==> src/sv/ptd_pkg.sv <==
// ----------------------------------------------------------------------------
// Periodic task tick dispatcher package
// Request, result and task slot types, operation and status codes, and the
// per-slot tick update used by the top level.
// ----------------------------------------------------------------------------
package ptd_pkg;

  localparam logic [2:0] OP_TICK    = 3'd0;
  localparam logic [2:0] OP_CREATE  = 3'd1;
  localparam logic [2:0] OP_DELETE  = 3'd2;
  localparam logic [2:0] OP_SUSPEND = 3'd3;
  localparam logic [2:0] OP_RESUME  = 3'd4;

  localparam logic [1:0] ST_OK    = 2'd0;
  localparam logic [1:0] ST_TAKEN = 2'd1;
  localparam logic [1:0] ST_RANGE = 2'd2;

  localparam logic KIND_ACK      = 1'b0;
  localparam logic KIND_DISPATCH = 1'b1;

  typedef enum logic [1:0] {
    S_IDLE,
    S_SCAN,
    S_FLUSH
  } ptd_state_t;

  typedef struct packed {
    logic [2:0]  func;
    logic [7:0]  slot;
    logic [15:0] period;
    logic [15:0] first_delay;
  } req_t;

  typedef struct packed {
    logic       kind;
    logic [5:0] task_index;
    logic [1:0] status;
    logic       last;
  } res_t;

  typedef struct packed {
    logic        present;
    logic        resumed;
    logic [15:0] period;
    logic [15:0] countdown;
  } task_slot_t;

  // Control handed from the sequencer to every cell.
  typedef struct packed {
    logic        shift;
    logic [2:0]  func;
    logic [15:0] period;
    logic [15:0] first_delay;
  } cell_cmd_t;

  function automatic logic slot_fires(task_slot_t s);
    return s.resumed && s.present && (s.countdown == 16'd0);
  endfunction

  // State of one slot after a tick has passed over it.
  function automatic task_slot_t tick_slot(task_slot_t s);
    task_slot_t r;
    r = s;
    if (s.resumed) begin
      if (s.countdown == 16'd0) begin
        if (s.present) begin
          r.countdown = s.period - 16'd1;
        end
      end else begin
        r.countdown = s.countdown - 16'd1;
      end
    end
    return r;
  endfunction

endpackage

==> src/sv/ptd_cell.sv <==
// ----------------------------------------------------------------------------
// Task slot cell
// Holds one task slot. At rest it applies commands addressed to it; during a
// tick scan it loads the slot state handed over by its neighbor.
// ----------------------------------------------------------------------------
module ptd_cell (
  input  logic                   clk,
  input  logic                   rst,
  input  ptd_pkg::cell_cmd_t     cmd,
  input  logic                   sel,
  input  ptd_pkg::task_slot_t    shift_in,
  output ptd_pkg::task_slot_t    slot_state
);
  import ptd_pkg::*;

  task_slot_t slot_reg;

  always_ff @(posedge clk) begin
    if (rst) begin
      slot_reg <= '0;
    end else if (cmd.shift) begin
      slot_reg <= shift_in;
    end else if (sel) begin
      case (cmd.func)
        OP_CREATE: begin
          if (!slot_reg.present) begin
            slot_reg.present   <= 1'b1;
            slot_reg.resumed   <= 1'b1;
            slot_reg.period    <= cmd.period;
            slot_reg.countdown <= cmd.first_delay;
          end
        end
        OP_DELETE:  slot_reg.present <= 1'b0;
        OP_SUSPEND: slot_reg.resumed <= 1'b0;
        OP_RESUME:  slot_reg.resumed <= 1'b1;
        default: begin
        end
      endcase
    end
  end

  assign slot_state = slot_reg;

endmodule

==> src/sv/periodic_task_tick_dispatcher_top.sv <==
// ----------------------------------------------------------------------------
// Periodic task tick dispatcher
// A ring of task slot cells. Commands update the addressed cell in place; a
// tick rotates the ring once, updating the slot that passes the head.
// ----------------------------------------------------------------------------
// Commands: acknowledged in the cycle after acceptance, one command per cycle
// while idle. Tick: busy in the scan and flush states; the ring moves one slot
// per cycle past the single update point. Each dispatch appears in the cycle
// after the next firing slot is found, the final one in the cycle after flush.
// Reset clears every slot and all control state. Results cannot be stalled.
module periodic_task_tick_dispatcher_top #(
  parameter int TASK_SLOTS = 8
) (
  input  logic          clk,
  input  logic          rst,
  input  logic          start,
  output logic          busy,
  input  ptd_pkg::req_t request,
  output logic          result_valid,
  output ptd_pkg::res_t result
);
  import ptd_pkg::*;

  localparam int IDX_W = (TASK_SLOTS > 1) ? $clog2(TASK_SLOTS) : 1;
  localparam logic [IDX_W-1:0] LAST_STEP = IDX_W'(TASK_SLOTS - 1);

  ptd_state_t       state, state_next;
  logic [IDX_W-1:0] step, step_next;
  logic             pend_valid, pend_valid_next;
  logic [IDX_W-1:0] pend_index, pend_index_next;
  logic             result_valid_next;
  res_t             result_next;

  cell_cmd_t             cmd;
  task_slot_t            cells [TASK_SLOTS];
  logic [TASK_SLOTS-1:0] sel;
  logic [TASK_SLOTS-1:0] present_vec;
  task_slot_t            head_next;
  logic                  head_fire;
  logic                  accept;
  logic                  is_cmd;
  logic                  in_range;

  assign accept   = start && !busy;
  assign is_cmd   = (request.func inside {OP_CREATE, OP_DELETE, OP_SUSPEND, OP_RESUME});
  assign in_range = request.slot < 8'(TASK_SLOTS);

  assign head_next = tick_slot(cells[0]);
  assign head_fire = slot_fires(cells[0]);

  always_comb begin
    cmd.shift       = (state == S_SCAN);
    cmd.func        = request.func;
    cmd.period      = request.period;
    cmd.first_delay = request.first_delay;
  end

  genvar gi;
  generate
    for (gi = 0; gi < TASK_SLOTS; gi++) begin : g_cell
      assign sel[gi]         = accept && is_cmd && (request.slot == 8'(gi));
      assign present_vec[gi] = cells[gi].present;
      if (gi == TASK_SLOTS - 1) begin : g_tail
        ptd_cell u_cell (
          .clk        (clk),
          .rst        (rst),
          .cmd        (cmd),
          .sel        (sel[gi]),
          .shift_in   (head_next),
          .slot_state (cells[gi])
        );
      end else begin : g_body
        ptd_cell u_cell (
          .clk        (clk),
          .rst        (rst),
          .cmd        (cmd),
          .sel        (sel[gi]),
          .shift_in   (cells[gi+1]),
          .slot_state (cells[gi])
        );
      end
    end
  endgenerate

  // Next state.
  always_comb begin
    state_next = state;
    case (state)
      S_IDLE: begin
        if (start && request.func == OP_TICK) begin
          state_next = S_SCAN;
        end
      end
      S_SCAN: begin
        if (step == LAST_STEP) begin
          state_next = S_FLUSH;
        end
      end
      S_FLUSH: state_next = S_IDLE;
      default: state_next = S_IDLE;
    endcase
  end

  // Outputs and datapath control. A found dispatch is held back until the
  // next one is found, so that the final one can carry the last mark.
  always_comb begin
    busy              = (state != S_IDLE);
    step_next         = '0;
    pend_valid_next   = pend_valid;
    pend_index_next   = pend_index;
    result_valid_next = 1'b0;
    result_next       = '0;
    case (state)
      S_IDLE: begin
        pend_valid_next = 1'b0;
        if (start && is_cmd) begin
          result_valid_next = 1'b1;
          result_next.kind  = KIND_ACK;
          result_next.last  = 1'b1;
          if (!in_range) begin
            result_next.status = ST_RANGE;
          end else if (request.func == OP_CREATE
                       && present_vec[request.slot[IDX_W-1:0]]) begin
            result_next.status = ST_TAKEN;
          end else begin
            result_next.status = ST_OK;
          end
        end
      end
      S_SCAN: begin
        step_next = step + 1'b1;
        if (head_fire) begin
          pend_valid_next = 1'b1;
          pend_index_next = step;
          if (pend_valid) begin
            result_valid_next      = 1'b1;
            result_next.kind       = KIND_DISPATCH;
            result_next.task_index = 6'(pend_index);
            result_next.status     = ST_OK;
            result_next.last       = 1'b0;
          end
        end
      end
      S_FLUSH: begin
        pend_valid_next = 1'b0;
        if (pend_valid) begin
          result_valid_next      = 1'b1;
          result_next.kind       = KIND_DISPATCH;
          result_next.task_index = 6'(pend_index);
          result_next.status     = ST_OK;
          result_next.last       = 1'b1;
        end
      end
      default: begin
      end
    endcase
  end

  always_ff @(posedge clk) begin
    if (rst) begin
      state        <= S_IDLE;
      step         <= '0;
      pend_valid   <= 1'b0;
      result_valid <= 1'b0;
    end else begin
      state        <= state_next;
      step         <= step_next;
      pend_valid   <= pend_valid_next;
      result_valid <= result_valid_next;
    end
  end

  always_ff @(posedge clk) begin
    pend_index <= pend_index_next;
    result     <= result_next;
  end

`ifndef SYNTHESIS
  a_cmd_ack: assert property (@(posedge clk) disable iff (rst)
    (start && !busy && (request.func == OP_CREATE || request.func == OP_DELETE
      || request.func == OP_SUSPEND || request.func == OP_RESUME))
    |=> (result_valid && result.kind == KIND_ACK && result.last))
    else $error("command request not acknowledged in the next cycle");

  a_dispatch_ok: assert property (@(posedge clk) disable iff (rst)
    (result_valid && result.kind == KIND_DISPATCH) |-> (result.status == ST_OK))
    else $error("dispatch carries a nonzero status");

  a_flush_ends: assert property (@(posedge clk) disable iff (rst)
    (state == S_FLUSH) |=> (state == S_IDLE))
    else $error("flush cycle not followed by idle");

  a_mid_dispatch: assert property (@(posedge clk) disable iff (rst)
    (result_valid && result.kind == KIND_DISPATCH && !result.last)
    |-> (state == S_SCAN || state == S_FLUSH))
    else $error("non-final dispatch outside a tick scan");
`endif

endmodule
==> config.mk <==
export PLATFORM = sky130hd
export DESIGN_NAME = periodic_task_tick_dispatcher_top
export DESIGN_NICKNAME = d
export VERILOG_FILES = /design/src/sv/ptd_pkg.sv /design/src/sv/ptd_cell.sv /design/src/sv/periodic_task_tick_dispatcher_top.sv
export SDC_FILE = /design/constraint.sdc
export NUM_CORES = 1
export LEC_CHECK = 0
export BUFFER_PORTS_ARGS = -buffer_cell sky130_fd_sc_hd__buf_2
export CORE_MARGIN = 10
export CORE_UTILIZATION = 38
export CTS_CLUSTER_DIAMETER = 120
export CTS_CLUSTER_SIZE = 25
export DETAILED_ROUTE_END_ITERATION = 10
export PLACE_DENSITY = 0.61
export SETUP_SLACK_MARGIN = 0.02
export SYNTH_ARGS = -nofsm -noshare
export SYNTH_HDL_FRONTEND = slang
export SYNTH_HIERARCHICAL = 1
export SYNTH_SLANG_ARGS = --single-unit
==> constraint.sdc <==
create_clock -name clk -period 3.91 [get_ports clk]
set_input_delay 0.391 -clock clk [delete_from_list [all_inputs] [get_ports clk]]
set_output_delay 0.391 -clock clk [all_outputs]
set_load 0.1 [all_outputs]
==> results of run 1 <==
-- worst paths after layout --
| kind | start | end | slack [ns] |
|---|---|---|---|
| worst max-delay path | g_cell[0].g_body.u_cell/slot_state[0]$_SDFFE_PP0P_ | g_cell[7].g_tail.u_cell/slot_state[10]$_SDFFE_PP0P_ | 0.74 |
| worst min-delay path | request[39] | result[2]$_DFF_P_ | 0.12 |
| worst max register to register | g_cell[0].g_body.u_cell/slot_state[0]$_SDFFE_PP0P_ | g_cell[7].g_tail.u_cell/slot_state[10]$_SDFFE_PP0P_ | 0.74 |
| worst min register to register | step[1]$_SDFF_PP0_ | pend_index[1]$_DFFE_PP_ | 0.42 |
-- power by group through the flow --
stage               Clock, µW  Combinational (µW)  Sequential (µW)
detailed placement          0                 910             3140
global placement            0                 897             3140
floorplan                   0                 709             3140
global route             1920                1000             3090
finish                   1740                 910             3070
CTS                      1820                 915             3070
-- per-layer routing --
metal	track usage, %	vias to the layer above	routed length [µm]
met4	2.62	0	617
met1	17.8	5718	18900
met5	0	-	0
met2	20.9	116	17100
li1	-	6014	-
met3	1.44	30	854
-- cells in the mapped netlist (12+ instances only) --
library cell,number,area (µm²)
nor2_1,293,1100
buf_2,33,165
nand2b_1,12,75.1
mux2i_1,259,2590
mux2_4,240,3600
nor2b_1,265,1660
buf_6,24,270
dfxtp_1,286,5730
o21ai_0,25,125
a21oi_1,24,120
inv_1,18,67.6
nor3_1,13,65.1
clkbuf_1,29,109
buf_4,35,263
nand2_1,25,93.8
mux2_2,16,180
-- final cells by class --
class,count,share of cell area [%]
clock buffers,17,2.08
clock inverters,2,0.106
inverters,18,0.358
multi-input cells,1344,59.6
flip-flops and latches,289,30.8
well taps,607,4.03
repair buffers,76,2.96
-- flip-flops by register name, indices dropped and copies added (netlist names) --
name,flops
result_valid,1
step,3
result,7
state,2
pend_valid,1
pend_index,3
g_cell.g_tail.u_cell/slot_state,34
g_cell.g_body.u_cell/slot_state,238
-- logic make-up (layout without fill, tap and decap cells) --
kind of cell	Yosys count	after routing	synth area share [%]
AND/OR/NAND/NOR	687	687	20.6
other	1	3	0.0209
AO/OA/AOI/OAI	116	116	4.98
multiplexers	517	517	35.8
flip-flops	289	289	32.5
XOR/XNOR	12	12	0.587
adder cells (fa/ha/maj)	9	9	0.629
buffers and inverters	139	113	4.88
-- per-stage QoR --
step	std cells	utilization (%)	worst slack, ns	hold slack [ns]	power [µW]
detailed placement	2334	39.6	0.680	0.427	4050
finish	2353	40.5	0.742	0.116	5720
global placement	2334	39.6	0.705	0.425	4040
CTS	2353	40.5	0.797	0.0963	5810
floorplan	1772	-	1.26	0.412	3850
global route	2353	40.5	0.558	0.137	6010
-- worst reg2reg max path, cell delays in order (launching register included) --
cell and delay, ns:
dfxtp_1 0.38, inv_1 0.10, ha_1 0.14, nor4b_1 0.59, nand4_1 0.54, mux2i_1 0.29, a21oi_1 0.09, a311oi_1 0.55
mux2i_1 0.15, nor2_1 0.13, mux2_4 0.15
==> impl_metrics.json, run 1 <==
{
  "status": "complete, no violations",
  "path_clk_slew_ns": 0.11,
  "final-seq-area_mm2": 0.00582,
  "clkLatencyLatePin_ns": 0.53,
  "ctsResizeCount": 0,
  "peakVddDrop_mv": 0.303,
  "crit_family": "simple AND/OR/NAND/NOR gates",
  "grt_pass1_wl_um": 62700,
  "yosysWarnings": 6,
  "async_reset_ff_share_pct": 0,
  "powerDensity_mw_per_mm2": 303,
  "cts_setup_buffers": 0,
  "critical_path_class": "register to register",
  "hold_path_depth": 3,
  "setup_viol_count_final": 0,
  "num_vias": 11900,
  "cts_buffer_depth": 3,
  "nets": 1799,
  "holdCritPathClass": "input port to register",
  "synth_enable_flop_cells": 3,
  "syn_avg_cell_area_um2": 10.1,
  "multi_input_area_mm2": 0.0112,
  "swShare_pct": 27.6,
  "htreeDepth": 1,
  "switching_power_uw": 1580,
  "diodes": 0,
  "yosys_register_bits": 289,
  "path_buf_inv": 1,
  "cts_tree": "done",
  "syn_to_final_growth_pct": 5.27,
  "hold_viol_final": 0,
  "clkPwrFrac_pct": 30.4,
  "cts-buffers-inserted": 15,
  "placed_cell_area_mm2": 0.0184,
  "layout_commonest_cell": "nor2_1",
  "worst_pin_slew_ns": 0.986,
  "p_leak_uw": 0.00767,
  "path_depth": 10,
  "period_share_pct": 81.0,
  "path_cells": "inv_1 -> ha_1 -> nor4b_1 -> nand4_1 -> mux2i_1 -> a21oi_1 -> a311oi_1 -> mux2i_1 -> nor2_1 -> mux2_4",
  "dp_hpwl_um": 23400,
  "seq_area_frac_synth_pct": 32.5,
  "io_buffers": 54,
  "drt_iter0_drc": 873,
  "netlist_instances": 1770,
  "die_w_um": 237,
  "antenna_left": 0,
  "cpMaxStageDelayCell": "nor4b_1",
  "vias_per_cell": 5.05,
  "globalplace.congestion": 0.821,
  "layout_common_cells": "nor2_1, dfxtp_1, nor2b_1",
  "drive_above_1_share_pct": 22.2,
  "antenna_found_initial": 0,
  "dr.pass1.iters": 6,
  "rows": 79,
  "clock_skew_ns": 0.0325,
  "grt_pass1_vias": 11800,
  "routed_wl_um": 37500,
  "worstSetupEndpointType": "register",
  "ys.flop_type": "dfxtp_1",
  "cp_slowest_stage_delay_ns": 0.59,
  "cp_common_cell": "mux2i_1",
  "p_int_uw": 4150,
  "finalSetupTns_ns": 0,
  "syn-cell-area_mm2": 0.0179,
  "die-area_mm2": 0.0562,
  "cts_hold_buffers": 0,
  "rsz0062_at_grt": "false",
  "seqPwrFrac_pct": 53.7,
  "cap_violations": 0,
  "final_area_mm2": 0.0189,
  "relSlewSlack_pct": 34.3,
  "rr_worst_depth": 10,
  "initial_core_util_pct": 38.5,
  "slew_violations": 0,
  "arrival_ns": 3.62,
  "drc": 0,
  "core_mm2": 0.0466,
  "grt_max_degree": 129,
  "clock_sinks": 289,
  "ys_types": 64,
  "startpoint_type": "register",
  "pwr-share-comb_pct": 15.9,
  "wl_per_cell_um": 16.0,
  "fmax_ghz": 0.316,
  "path_max_fanout": 9,
  "grt_usage_pct": 12.8,
  "io_pins": 58,
  "fin_crit_ns": 3.17,
  "crit_required_ns": 4.36,
  "overflow": 0,
  "num-fill-cells": 4545,
  "dieHeight_um": 237,
  "ctsRootBufferMaster": "clkbuf_16"
}
Power figures use the tool's default switching activity.
==> run 2, diff against run 1 <==
--- a/config.mk
+++ b/config.mk
@@ -11,7 +11,7 @@
 export CTS_CLUSTER_DIAMETER = 120
 export CTS_CLUSTER_SIZE = 25
 export DETAILED_ROUTE_END_ITERATION = 10
-export PLACE_DENSITY = 0.61
+export PLACE_DENSITY = 0.63
 export SETUP_SLACK_MARGIN = 0.02
 export SYNTH_ARGS = -nofsm -noshare
 export SYNTH_HDL_FRONTEND = slang
==> constraint.sdc (replaced) <==
create_clock -name clk -period 2.7 [get_ports clk]
set_input_delay 0.27 -clock clk [delete_from_list [all_inputs] [get_ports clk]]
set_output_delay 0.27 -clock clk [all_outputs]
set_load 0.1 [all_outputs]
==> run 2 against run 1 <==
Against the previous run:
- count of clock-buffer cells in the layout decreased by 1
- routed wire length increased by 5.1%
- sequential share of layout area decreased by 1.2 points
- non-clock buffer count increased by 59
- first-iteration DRC count increased by 4.2%
- cell count increased by 2.5%
- clock skew decreased by 0.012 ns
- critical path depth decreased by 3
- cell area increased by 4.0%
- maximum frequency increased by 23%
- largest cell class unchanged
- largest power group unchanged
==> impl_metrics.json, run 2 (synthesis gave the netlist of run 1 again) <==
{
  "wl_per_cell_um": 16.4,
  "crit_end": "g_cell[7].g_tail.u_cell/slot_state[13]$_SDFFE_PP0P_",
  "rows": 79,
  "relSlewSlack_pct": 61.0,
  "rsz0062_at_grt": "true",
  "cap_violations": 0,
  "antenna_left": 0,
  "die-area_mm2": 0.0562,
  "status": "complete, no violations",
  "nets": 1858,
  "die_w_um": 237,
  "dr.pass1.iters": 5,
  "finalSetupTns_ns": 0,
  "cts-buffers-inserted": 15,
  "hold_viol_final": 0,
  "arrival_ns": 2.96,
  "num-fill-cells": 4484,
  "layout_commonest_cell": "nor2_1",
  "drive_above_1_share_pct": 25.3,
  "worst_pin_slew_ns": 0.580,
  "globalplace.congestion": 0.885,
  "r2r-end": "g_cell[7].g_tail.u_cell/slot_state[13]$_SDFFE_PP0P_",
  "path_clk_slew_ns": 0.10,
  "diodes": 0,
  "grt_pass1_vias": 12200,
  "cp-startpoint": "g_cell[0].g_body.u_cell/slot_state[9]$_SDFFE_PP0P_",
  "clkLatencyLatePin_ns": 0.51,
  "crit_required_ns": 3.09,
  "overflow": 0,
  "power.total_uw": 8450,
  "io_pins": 58,
  "p_leak_uw": 0.00810,
  "grt_pass1_wl_um": 65000,
  "dieHeight_um": 237,
  "antenna_found_initial": 1,
  "powerDensity_mw_per_mm2": 431,
  "initial_core_util_pct": 38.5,
  "routed_wl_um": 39400,
  "ctsRootBufferMaster": "clkbuf_16",
  "startpoint_type": "register",
  "setup_viol_count_final": 0,
  "io_buffers": 54,
  "clock_skew_ns": 0.0204,
  "core_mm2": 0.0466,
  "fin_util_pct": 42.1,
  "syn_to_final_growth_pct": 9.51,
  "drc": 0,
  "critical_path_class": "register to register",
  "fmax_ghz": 0.389,
  "worstSetupEndpointType": "register",
  "layout_common_cells": "nor2_1, dfxtp_1, nor2b_1",
  "clock_sinks": 289,
  "r2r_slack_ns": 0.13,
  "hold_slack_ns": 0.0478,
  "drt_iter0_drc": 910,
  "largest_reg_flops": 238,
  "rr_worst_depth": 7,
  "slew_violations": 0,
  "cts_buffer_depth": 3,
  "grt_usage_pct": 13.3,
  "r2r_start": "g_cell[0].g_body.u_cell/slot_state[9]$_SDFFE_PP0P_",
  "fin_crit_ns": 2.57,
  "dp_hpwl_um": 25600,
  "cts_hold_buffers": 0,
  "peakVddDrop_mv": 0.330,
  "holdCritPathClass": "input port to register",
  "cts_tree": "done",
  "htreeDepth": 1,
  "grt_max_degree": 92,
  "path_max_fanout": 5,
  "period_share_pct": 95.1,
  "num_vias": 12300,
  "vias_per_cell": 5.08
}
-- run 2: layout make-up --
class / count / area, µm² / area share [%]
clock buffer: 16 / 379 / 1.93
clock inverter: 2 / 38.8 / 0.198
inverter: 18 / 70.1 / 0.357
multi-input combinational: 1344 / 11300 / 57.5
sequential: 289 / 5820 / 29.7
tap: 607 / 759 / 3.87
timing repair buffer: 135 / 1270 / 6.47
-- run 2: worst min path at each step --
stage                       start                 endpoint  cells after the start
2_1_floorplan                 rst  pend_valid$_SDFFE_PP0P_                      1
3_3_place_gp   step[1]$_SDFF_PP0_  pend_index[1]$_DFFE_PP_                      0
3_5_place_dp   step[1]$_SDFF_PP0_  pend_index[1]$_DFFE_PP_                      0
4_1_cts               request[39]        result[1]$_DFF_P_                      4
5_1_grt               request[39]        result[1]$_DFF_P_                      4
6_report              request[39]        result[1]$_DFF_P_                      4
-- run 2: critical path: stages, from the launching register on --
cell and delay [ns]:
dfxtp_2 0.36, or4_4 0.56, or4_4 0.57, o31ai_2 0.23, o211ai_1 0.22, mux2i_1 0.19
nor2_1 0.06, mux2_4 0.27
-- run 2: report_power, final --
part | switching [µW] | leakage (µW) | internal, µW
clock network | 1450 | 0.000205 | 1120
logic | 790 | 0.00555 | 650
registers | 68.7 | 0.00235 | 4370
-- run 2: repair_timing --
item | CTS | global route
setup endpoints to repair | 0 | 144
gates resized for setup | 0 | 16
buffers inserted | 0 | 3
-- run 2: per-layer routing --
layer	GRT usage [%]	up-vias	wire, µm
met5	0	-	0
li1	-	6129	-
met2	22.1	112	18500
met3	1.28	31	854
met4	2.47	0	588
met1	18.5	5980	19500
-- run 2: stage by stage --
stage	cell area [µm²]	instances	worst slack, ns
after detailed placement	19000	2386	-0.0202
final	19600	2411	0.132
after floorplan	17900	1772	0.168
after global placement	19000	2386	0.00706
after global routing	19600	2411	-0.0151
after CTS	19500	2404	0.0368
